`src/rmwq_pkg.sv`:
```
// Shared codes, types and default parameter values of the recursive mutex block.
package rmwq_pkg;

	localparam int DEF_MAX_WAITERS    = 16;
	localparam int DEF_NUM_REQUESTERS = 32;
	localparam int DEF_MAX_DEPTH      = 255;

	localparam int OP_W     = 2;
	localparam int ID_W     = 5;
	localparam int STATUS_W = 3;
	localparam int DEPTH_W  = 8;

	typedef enum logic [OP_W-1:0] {
		OP_LOCK   = 2'd0,
		OP_TRY    = 2'd1,
		OP_UNLOCK = 2'd2,
		OP_CANCEL = 2'd3
	} op_t;

	typedef enum logic [STATUS_W-1:0] {
		ST_ACQUIRED   = 3'd0,
		ST_QUEUED     = 3'd1,
		ST_BUSY       = 3'd2,
		ST_STILL_HELD = 3'd3,
		ST_FREED      = 3'd4,
		ST_CANCELLED  = 3'd5,
		ST_REJECTED   = 3'd6,
		ST_OVERFLOW   = 3'd7
	} status_t;

endpackage

```
`src/rmwq_waitq.sv`:
```
// Wait queue storage: one write port and one registered read port.
module rmwq_waitq #(
	parameter int DEPTH = rmwq_pkg::DEF_MAX_WAITERS,
	parameter int AW    = $clog2(DEPTH)
) (
	input  logic                      clk,
	input  logic                      we,
	input  logic [AW-1:0]             waddr,
	input  logic [rmwq_pkg::ID_W-1:0] wdata,
	input  logic [AW-1:0]             raddr,
	output logic [rmwq_pkg::ID_W-1:0] rdata
);

	logic [rmwq_pkg::ID_W-1:0] mem_q [DEPTH];

	always_ff @(posedge clk) begin
		if (we) begin
			mem_q[waddr] <= wdata;
		end
		rdata <= mem_q[raddr];
	end

endmodule

```
`src/recursive_mutex_with_wait_queue_core.sv`:
```
// Top level of the recursive mutex: request sequencer, lock state and result register.
//
//  channel | direction | handshake          | fields
//  in      | in        | in_valid, in_stall | op, requester
//  out     | out       | out_valid, out_stall | status, wake_valid, wake_id, hold_depth
//
// Lock, try and unlock without a queue pop or search go from the idle state straight to the done state.
// A queue search reads and then compares each entry visited, through the single queue read port.
// Removing a waiter reads and writes each entry moved down; a pop first reads and captures the head.
// Reset clears the lock and empties the queue.
// A finished word waits in the output register; a new word is taken meanwhile.
module recursive_mutex_with_wait_queue_core #(
	parameter int MAX_WAITERS    = rmwq_pkg::DEF_MAX_WAITERS,
	parameter int NUM_REQUESTERS = rmwq_pkg::DEF_NUM_REQUESTERS,
	parameter int MAX_DEPTH      = rmwq_pkg::DEF_MAX_DEPTH
) (
	input  logic                          clk,
	input  logic                          arst_n,
	input  logic                          in_valid,
	output logic                          in_stall,
	input  logic [rmwq_pkg::OP_W-1:0]     op,
	input  logic [rmwq_pkg::ID_W-1:0]     requester,
	output logic                          out_valid,
	input  logic                          out_stall,
	output logic [rmwq_pkg::STATUS_W-1:0] status,
	output logic                          wake_valid,
	output logic [rmwq_pkg::ID_W-1:0]     wake_id,
	output logic [rmwq_pkg::DEPTH_W-1:0]  hold_depth
);

	localparam int AW   = $clog2(MAX_WAITERS);
	localparam int CW   = $clog2(MAX_WAITERS + 1);
	localparam int DLIM = (MAX_DEPTH < 255) ? MAX_DEPTH : 255;
	localparam logic [8:0]                         NREQ      = 9'(NUM_REQUESTERS);
	localparam logic [CW-1:0]                      QMAX      = CW'(MAX_WAITERS);
	localparam logic [rmwq_pkg::DEPTH_W-1:0]       DEPTH_LIM = rmwq_pkg::DEPTH_W'(DLIM);

	typedef enum logic [7:0] {
		S_IDLE     = 8'b0000_0001,
		S_SCAN_RD  = 8'b0000_0010,
		S_SCAN_CMP = 8'b0000_0100,
		S_SH_RD    = 8'b0000_1000,
		S_SH_WR    = 8'b0001_0000,
		S_POP_RD   = 8'b0010_0000,
		S_POP_CAP  = 8'b0100_0000,
		S_DONE     = 8'b1000_0000
	} state_t;

	state_t                          state_q;
	logic                            held_q;
	logic [rmwq_pkg::ID_W-1:0]       owner_q;
	logic [rmwq_pkg::DEPTH_W-1:0]    depth_q;
	logic [CW-1:0]                   count_q;
	logic [CW-1:0]                   idx_q;
	rmwq_pkg::op_t                   op_q;
	logic [rmwq_pkg::ID_W-1:0]       id_q;
	rmwq_pkg::status_t               res_status_q;
	logic                            res_wake_q;
	logic [rmwq_pkg::ID_W-1:0]       res_wake_id_q;

	logic                            out_valid_q;
	logic [rmwq_pkg::STATUS_W-1:0]   status_q;
	logic                            wake_valid_q;
	logic [rmwq_pkg::ID_W-1:0]       wake_id_q;
	logic [rmwq_pkg::DEPTH_W-1:0]    hold_depth_q;

	logic                            accept;
	logic                            in_range;
	logic                            done_fire;
	logic [CW-1:0]                   idx_next;
	logic                            scan_end;
	logic                            id_match;
	logic                            mem_we;
	logic [AW-1:0]                   mem_waddr;
	logic [rmwq_pkg::ID_W-1:0]       mem_wdata;
	logic [AW-1:0]                   mem_raddr;
	logic [rmwq_pkg::ID_W-1:0]       mem_rdata;

	assign in_stall  = (state_q != S_IDLE);
	assign accept    = in_valid && (state_q == S_IDLE);
	assign in_range  = ({4'b0, requester} < NREQ);
	assign done_fire = (state_q == S_DONE) && (!out_valid_q || !out_stall);
	assign idx_next  = idx_q + CW'(1);
	assign scan_end  = (idx_q >= count_q);
	assign id_match  = (mem_rdata == id_q);

	always_comb begin
		mem_we    = 1'b0;
		mem_waddr = idx_q[AW-1:0];
		mem_wdata = mem_rdata;
		case (state_q)
			S_SCAN_RD: begin
				mem_raddr = idx_q[AW-1:0];
				if (scan_end && op_q == rmwq_pkg::OP_LOCK && count_q < QMAX) begin
					mem_we    = 1'b1;
					mem_waddr = count_q[AW-1:0];
					mem_wdata = id_q;
				end
			end
			S_SH_RD:  mem_raddr = idx_next[AW-1:0];
			S_SH_WR: begin
				mem_raddr = idx_q[AW-1:0];
				mem_we    = 1'b1;
			end
			S_POP_RD: mem_raddr = '0;
			default:  mem_raddr = idx_q[AW-1:0];
		endcase
	end

	rmwq_waitq #(
		.DEPTH (MAX_WAITERS),
		.AW    (AW)
	) u_waitq (
		.clk   (clk),
		.we    (mem_we),
		.waddr (mem_waddr),
		.wdata (mem_wdata),
		.raddr (mem_raddr),
		.rdata (mem_rdata)
	);

	always_ff @(posedge clk or negedge arst_n) begin
		if (!arst_n) begin
			state_q <= S_IDLE;
			held_q  <= 1'b0;
			owner_q <= '0;
			depth_q <= '0;
			count_q <= '0;
			idx_q   <= '0;
		end else begin
			case (state_q)
				S_IDLE: begin
					if (accept) begin
						idx_q <= '0;
						state_q <= S_DONE;
						if (!in_range) begin
							state_q <= S_DONE;
						end else if (op == rmwq_pkg::OP_LOCK || op == rmwq_pkg::OP_TRY) begin
							if (!held_q) begin
								held_q  <= 1'b1;
								owner_q <= requester;
								depth_q <= rmwq_pkg::DEPTH_W'(1);
							end else if (owner_q == requester) begin
								if (depth_q < DEPTH_LIM) begin
									depth_q <= depth_q + rmwq_pkg::DEPTH_W'(1);
								end
							end else if (op == rmwq_pkg::OP_LOCK) begin
								state_q <= S_SCAN_RD;
							end
						end else if (op == rmwq_pkg::OP_UNLOCK) begin
							if (held_q && owner_q == requester) begin
								if (depth_q > rmwq_pkg::DEPTH_W'(1)) begin
									depth_q <= depth_q - rmwq_pkg::DEPTH_W'(1);
								end else begin
									depth_q <= '0;
									held_q  <= 1'b0;
									owner_q <= '0;
									if (count_q != '0) begin
										state_q <= S_POP_RD;
									end
								end
							end
						end else begin
							state_q <= S_SCAN_RD;
						end
					end
				end
				S_SCAN_RD: begin
					if (scan_end) begin
						if (op_q == rmwq_pkg::OP_LOCK && count_q < QMAX) begin
							count_q <= count_q + CW'(1);
						end
						state_q <= S_DONE;
					end else begin
						state_q <= S_SCAN_CMP;
					end
				end
				S_SCAN_CMP: begin
					if (id_match) begin
						state_q <= (op_q == rmwq_pkg::OP_CANCEL) ? S_SH_RD : S_DONE;
					end else begin
						idx_q   <= idx_next;
						state_q <= S_SCAN_RD;
					end
				end
				S_SH_RD: begin
					if (idx_next < count_q) begin
						state_q <= S_SH_WR;
					end else begin
						count_q <= count_q - CW'(1);
						state_q <= S_DONE;
					end
				end
				S_SH_WR: begin
					idx_q   <= idx_next;
					state_q <= S_SH_RD;
				end
				S_POP_RD:  state_q <= S_POP_CAP;
				S_POP_CAP: begin
					idx_q   <= '0;
					state_q <= S_SH_RD;
				end
				S_DONE: begin
					if (done_fire) begin
						state_q <= S_IDLE;
					end
				end
				default: state_q <= S_IDLE;
			endcase
		end
	end

	always_ff @(posedge clk) begin
		case (state_q)
			S_IDLE: begin
				if (accept) begin
					op_q          <= rmwq_pkg::op_t'(op);
					id_q          <= requester;
					res_wake_q    <= 1'b0;
					res_wake_id_q <= '0;
					res_status_q  <= rmwq_pkg::ST_REJECTED;
					if (in_range) begin
						case (rmwq_pkg::op_t'(op))
							rmwq_pkg::OP_LOCK, rmwq_pkg::OP_TRY: begin
								if (!held_q) begin
									res_status_q <= rmwq_pkg::ST_ACQUIRED;
								end else if (owner_q == requester) begin
									res_status_q <= (depth_q < DEPTH_LIM) ?
										rmwq_pkg::ST_ACQUIRED : rmwq_pkg::ST_OVERFLOW;
								end else begin
									res_status_q <= rmwq_pkg::ST_BUSY;
								end
							end
							rmwq_pkg::OP_UNLOCK: begin
								if (held_q && owner_q == requester) begin
									res_status_q <= (depth_q > rmwq_pkg::DEPTH_W'(1)) ?
										rmwq_pkg::ST_STILL_HELD : rmwq_pkg::ST_FREED;
								end
							end
							default: res_status_q <= rmwq_pkg::ST_REJECTED;
						endcase
					end
				end
			end
			S_SCAN_RD: begin
				if (scan_end) begin
					if (op_q == rmwq_pkg::OP_LOCK) begin
						res_status_q <= (count_q < QMAX) ?
							rmwq_pkg::ST_QUEUED : rmwq_pkg::ST_OVERFLOW;
					end else begin
						res_status_q <= rmwq_pkg::ST_REJECTED;
					end
				end
			end
			S_SCAN_CMP: begin
				if (id_match) begin
					res_status_q <= (op_q == rmwq_pkg::OP_CANCEL) ?
						rmwq_pkg::ST_CANCELLED : rmwq_pkg::ST_QUEUED;
				end
			end
			S_POP_CAP: begin
				res_wake_q    <= 1'b1;
				res_wake_id_q <= mem_rdata;
			end
			default: begin
				res_wake_q <= res_wake_q;
			end
		endcase
	end

	always_ff @(posedge clk or negedge arst_n) begin
		if (!arst_n) begin
			out_valid_q <= 1'b0;
		end else if (done_fire) begin
			out_valid_q <= 1'b1;
		end else if (!out_stall) begin
			out_valid_q <= 1'b0;
		end
	end

	always_ff @(posedge clk) begin
		if (done_fire) begin
			status_q     <= res_status_q;
			wake_valid_q <= res_wake_q;
			wake_id_q    <= res_wake_id_q;
			hold_depth_q <= depth_q;
		end
	end

	assign out_valid  = out_valid_q;
	assign status     = status_q;
	assign wake_valid = wake_valid_q;
	assign wake_id    = wake_id_q;
	assign hold_depth = hold_depth_q;

endmodule

```
`config.mk`:
```
export PLATFORM = sky130hd
export DESIGN_NAME = recursive_mutex_with_wait_queue_core
export DESIGN_NICKNAME = d
export VERILOG_FILES = /design/src/rmwq_pkg.sv /design/src/rmwq_waitq.sv /design/src/recursive_mutex_with_wait_queue_core.sv
export SDC_FILE = /design/constraint.sdc
export NUM_CORES = 1
export LEC_CHECK = 0
export ABC_AREA = 1
export CAP_MARGIN = 0
export CORE_ASPECT_RATIO = 0.6
export CORE_MARGIN = 1.5
export CORE_UTILIZATION = 50
export CTS_BUF_LIST = sky130_fd_sc_hd__clkbuf_8
export DETAILED_ROUTE_END_ITERATION = 10
export DONT_BUFFER_PORTS = 1
export GPL_TIMING_DRIVEN = 0
export PLACE_DENSITY = 0.77
export SYNTH_ARGS = -nofsm -noshare
export SYNTH_HDL_FRONTEND = slang
export SYNTH_SLANG_ARGS = --single-unit
```
`constraint.sdc`:
```
create_clock -name clk -period 3.31 [get_ports clk]
set_input_delay 0.662 -clock clk [delete_from_list [all_inputs] [get_ports clk]]
set_output_delay 0.662 -clock clk [all_outputs]
set_load 0.005 [all_outputs]
```
==> impl_metrics.tcl <==
set metrics [dict create \
    peakVddDrop_v 0.000277 \
    floorplan.die_area_um2 15900 \
    final-instance-count-excl-fill 1042 \
    core_um2 14600 \
    highest-signal-layer "met4" \
    postRouteWirelength_mm 18.1 \
    grt_antenna_before_repair 0 \
    skew_ns 0.0205 \
    cts_buffers 17 \
    synth-seq-area-share_pct 57.2 \
    worst_slew_margin_rel_pct 40.7 \
    layout_worst_path_cycle_share_pct 95.6 \
    setup_tns_ns 0 \
    wire_length_of_the_first_global_routing_pass_mm 28.4 \
    cts-htree-levels 4 \
    synth_cell_types 39 \
    chipHeight_um 98.2 \
    place.gp.congestion 0.965 \
    num-nets-final 860 \
    detailroute.wirelength.met3_mm 2.06 \
    drt_pre_antenna_iters 8 \
    grt_max_degree 33 \
    clock_sink_count 151 \
    floorplan.io_pins 30 \
    static_leakage_uw 0.00358 \
    m1WireLength_mm 9.09 \
    finalHoldViolations 0 \
    routed_wire_length_per_instance_um 17.3 \
    grt_remaining_overflow 0 \
    run_status "complete, no violations" \
    number_of_instances_in_the_synthesized_netlist 810 \
    drv_cap 0 \
    syn2layout_area_growth_pct 9.40 \
    initial_core_util_pct 51.6 \
    clock-root-buffer "sky130_fd_sc_hd__clkbuf_8" \
    final-max-slew-violation-count 0 \
    cp-end-kind "flop" \
    dp_worst_setup_slack_ns -0.281 \
    start_kind "flop" \
    critical_path_class "flop to flop" \
    holdCritPathClass "input pin to async pin" \
    first_global_vias 5282 \
    worst-endpoint-required_ns 3.43 \
    synthDominantCellAreaShare_pct 44.9 \
    yosysWarningCount 0 \
    p_per_area_nw_per_um2 620 \
    syn-num-nets 839 \
    die_w_um 162 \
    detail_route.iter0.violations 869 \
    synth.area.top_cells "sky130_fd_sc_hd__edfxtp_1 (45%), sky130_fd_sc_hd__dfrtp_1 (11%), sky130_fd_sc_hd__nand2_1 (8.3%)" \
    finalWorstSetupSlack_ns 0.144 \
    fp-row-count 34 \
    post-dp-hpwl_mm 12.9 \
    met2_wirelength_mm 6.69 \
    total_instance_count_after_detailed_placement 1009 \
    antenna_cells_inserted 0 \
    cp_data_arrival_time_ns 3.29 \
    final_core_utilization_pct 56.5 \
    critical_path_peak_fanout 16 \
    holdWs_ns 0.0263 \
    postSynthRegisterBits 151 \
    ant_nets 0 \
    finalCriticalPeriod_ns 3.17 \
    postCtsSetupRepairBufs 0 \
    post_route_cells_drive_above_1_share_pct 10.1 \
    num_vias 5767 \
    average_footprint_of_a_synthesized_cell_um2 9.33 \
    max-clock-path-buffers 2 \
    fillerInstances 1266 \
    drt-vias-per-instance 5.53 \
    synth.cell_area_um2 7560 \
    grt.total_usage_pct 23.9 \
    worst_skew_pair.late_latency_ns 0.46 \
    cts_tree "done" \
    remaining_drc_errors 0 \
    clock_transition_at_the_registers_of_the_reported_paths_ns 0.09 \
    slew_worst_pin_ns 0.888 \
    clock.fmax_mhz 316 \
    synth.largest_area_cell "sky130_fd_sc_hd__edfxtp_1" \
    port_buffers 0 \
    setup_violations 0 \
]
[final cells by class]
cell class	count	area (um^2)	share of cell area, %
Buffer	19	106	1.29
Sequential cell	151	4320	52.3
Tap cell	198	248	3.00
Inverter	135	508	6.14
Clock inverter	14	136	1.65
Clock buffer	18	248	3.00
Timing Repair Buffer	2	27.5	0.333
Multi-Input combinational cell	505	2670	32.3
[placed cells by master, fill, tap and decap left out, types with 6 or more instances in the layout]
cell                       Yosys  layout
sky130_fd_sc_hd__o21ai_1      10       6
sky130_fd_sc_hd__dfrtp_1      32      32
sky130_fd_sc_hd__edfxtp_1    113     113
sky130_fd_sc_hd__o21ai_0      32      32
sky130_fd_sc_hd__nand2_1     167     167
sky130_fd_sc_hd__nor2_2        4      11
sky130_fd_sc_hd__xor2_1       10      10
sky130_fd_sc_hd__a21oi_1      16      15
sky130_fd_sc_hd__buf_2        10      10
sky130_fd_sc_hd__nor3_1        6       6
sky130_fd_sc_hd__inv_1       131     134
sky130_fd_sc_hd__ha_1         17      17
sky130_fd_sc_hd__nor2_1       59      52
sky130_fd_sc_hd__nand3_1     121     121
sky130_fd_sc_hd__clkbuf_8      0      18
sky130_fd_sc_hd__nand3b_1     18      18
sky130_fd_sc_hd__nand2_2       7       7
sky130_fd_sc_hd__xnor2_1       9       9
sky130_fd_sc_hd__o22ai_1       7       7
[flip-flops by register name, indices dropped and copies added, names as in the netlist, 3 cells and up]
register and count:
id_q 5, idx_q 5, wake_id 5, status 3, u_waitq.mem_q 80, res_wake_id_q 5
hold_depth 8, res_status_q 3, count_q 5, state_q 8, depth_q 8, owner_q 5
u_waitq.rdata 5
[worst max-delay path, cell delays in order (launching register included)]
cell                      delay (ns)
sky130_fd_sc_hd__dfrtp_1        0.56
sky130_fd_sc_hd__inv_1          0.23
sky130_fd_sc_hd__ha_1           0.33
sky130_fd_sc_hd__nand2_1        0.05
sky130_fd_sc_hd__inv_1          0.06
sky130_fd_sc_hd__nand4_1        0.11
sky130_fd_sc_hd__nand2_1        0.25
sky130_fd_sc_hd__nand2_2        0.13
sky130_fd_sc_hd__buf_6          0.17
sky130_fd_sc_hd__buf_2          0.22
sky130_fd_sc_hd__o21ai_2        0.71
[power by group]
group          leakage [uW]  switching, uW  internal [uW]
Clock              0.000203            725            684
Combinational       0.00187            844            394
Sequential          0.00151            173           2310
[Yosys cell counts]
master	number
sky130_fd_sc_hd__a211oi_1	1
sky130_fd_sc_hd__a21oi_1	16
sky130_fd_sc_hd__and2_1	1
sky130_fd_sc_hd__buf_2	10
sky130_fd_sc_hd__buf_4	4
sky130_fd_sc_hd__buf_6	1
sky130_fd_sc_hd__clkbuf_1	4
sky130_fd_sc_hd__clkinv_1	1
sky130_fd_sc_hd__clkinv_2	1
sky130_fd_sc_hd__dfrtp_1	32
sky130_fd_sc_hd__dfstp_2	1
sky130_fd_sc_hd__dfxtp_1	5
sky130_fd_sc_hd__edfxtp_1	113
sky130_fd_sc_hd__fa_1	1
sky130_fd_sc_hd__ha_1	17
sky130_fd_sc_hd__inv_1	131
sky130_fd_sc_hd__inv_2	2
sky130_fd_sc_hd__nand2_1	167
sky130_fd_sc_hd__nand2_2	7
sky130_fd_sc_hd__nand3_1	121
sky130_fd_sc_hd__nand3_2	4
sky130_fd_sc_hd__nand3_4	1
sky130_fd_sc_hd__nand3b_1	18
sky130_fd_sc_hd__nand4_1	4
sky130_fd_sc_hd__nand4_2	1
sky130_fd_sc_hd__nand4_4	1
sky130_fd_sc_hd__nor2_1	59
sky130_fd_sc_hd__nor2_2	4
sky130_fd_sc_hd__nor3_1	6
sky130_fd_sc_hd__nor3_4	1
sky130_fd_sc_hd__nor4_1	3
sky130_fd_sc_hd__nor4_2	1
sky130_fd_sc_hd__o21ai_0	32
sky130_fd_sc_hd__o21ai_1	10
sky130_fd_sc_hd__o21ai_2	2
sky130_fd_sc_hd__o22ai_1	7
sky130_fd_sc_hd__or2_2	1
sky130_fd_sc_hd__xnor2_1	9
sky130_fd_sc_hd__xor2_1	10
[kinds of logic after synthesis]
kind of cell / count (synthesis) / share of synthesized area [%]
xor+xnor: 19 / 2.20
buf+inv: 154 / 8.13
compound gates: 68 / 4.75
simple gates: 400 / 24.7
flops: 151 / 57.2
fa+ha+maj: 18 / 3.08
[per-stage QoR]
stage               cell area [um^2]  power, uW
finish                          8270       5130
global route                    8270       5380
CTS                             8230       5100
detailed placement              7810       3700
floorplan                       7560       3370
global placement                7800       3660
[per-layer routing]
layer / global-route usage [%] / vias to the layer above
li1: - / 2720
met1: 38.4 / 2713
met2: 29.7 / 313
met3: 8.50 / 21
met4: 5.65 / 0
met5: 0 / -
[repair_timing]
item / in CTS / in global routing
setup endpoints to repair: 64 / 54
hold endpoints to repair: 32 / 0
resized for setup: 4 / 9
hold buffers: 1 / 0
[final timing paths]
check                                 from  slack (ns)                  end  cells past startpoint
max                               idx_q[0]        0.14  u_waitq.mem_q[6][1]                     10
max reg2reg                       idx_q[0]        0.14  u_waitq.mem_q[6][1]                     10
max in group asynchronous           arst_n        3.08            out_valid                      1
min reg2reg                res_status_q[0]        0.42            status[0]                      0
min                                 arst_n        0.03           count_q[1]                      1
min in group clk                     op[0]        0.28           state_q[5]                      1
(Power assumes the default switching activity.)
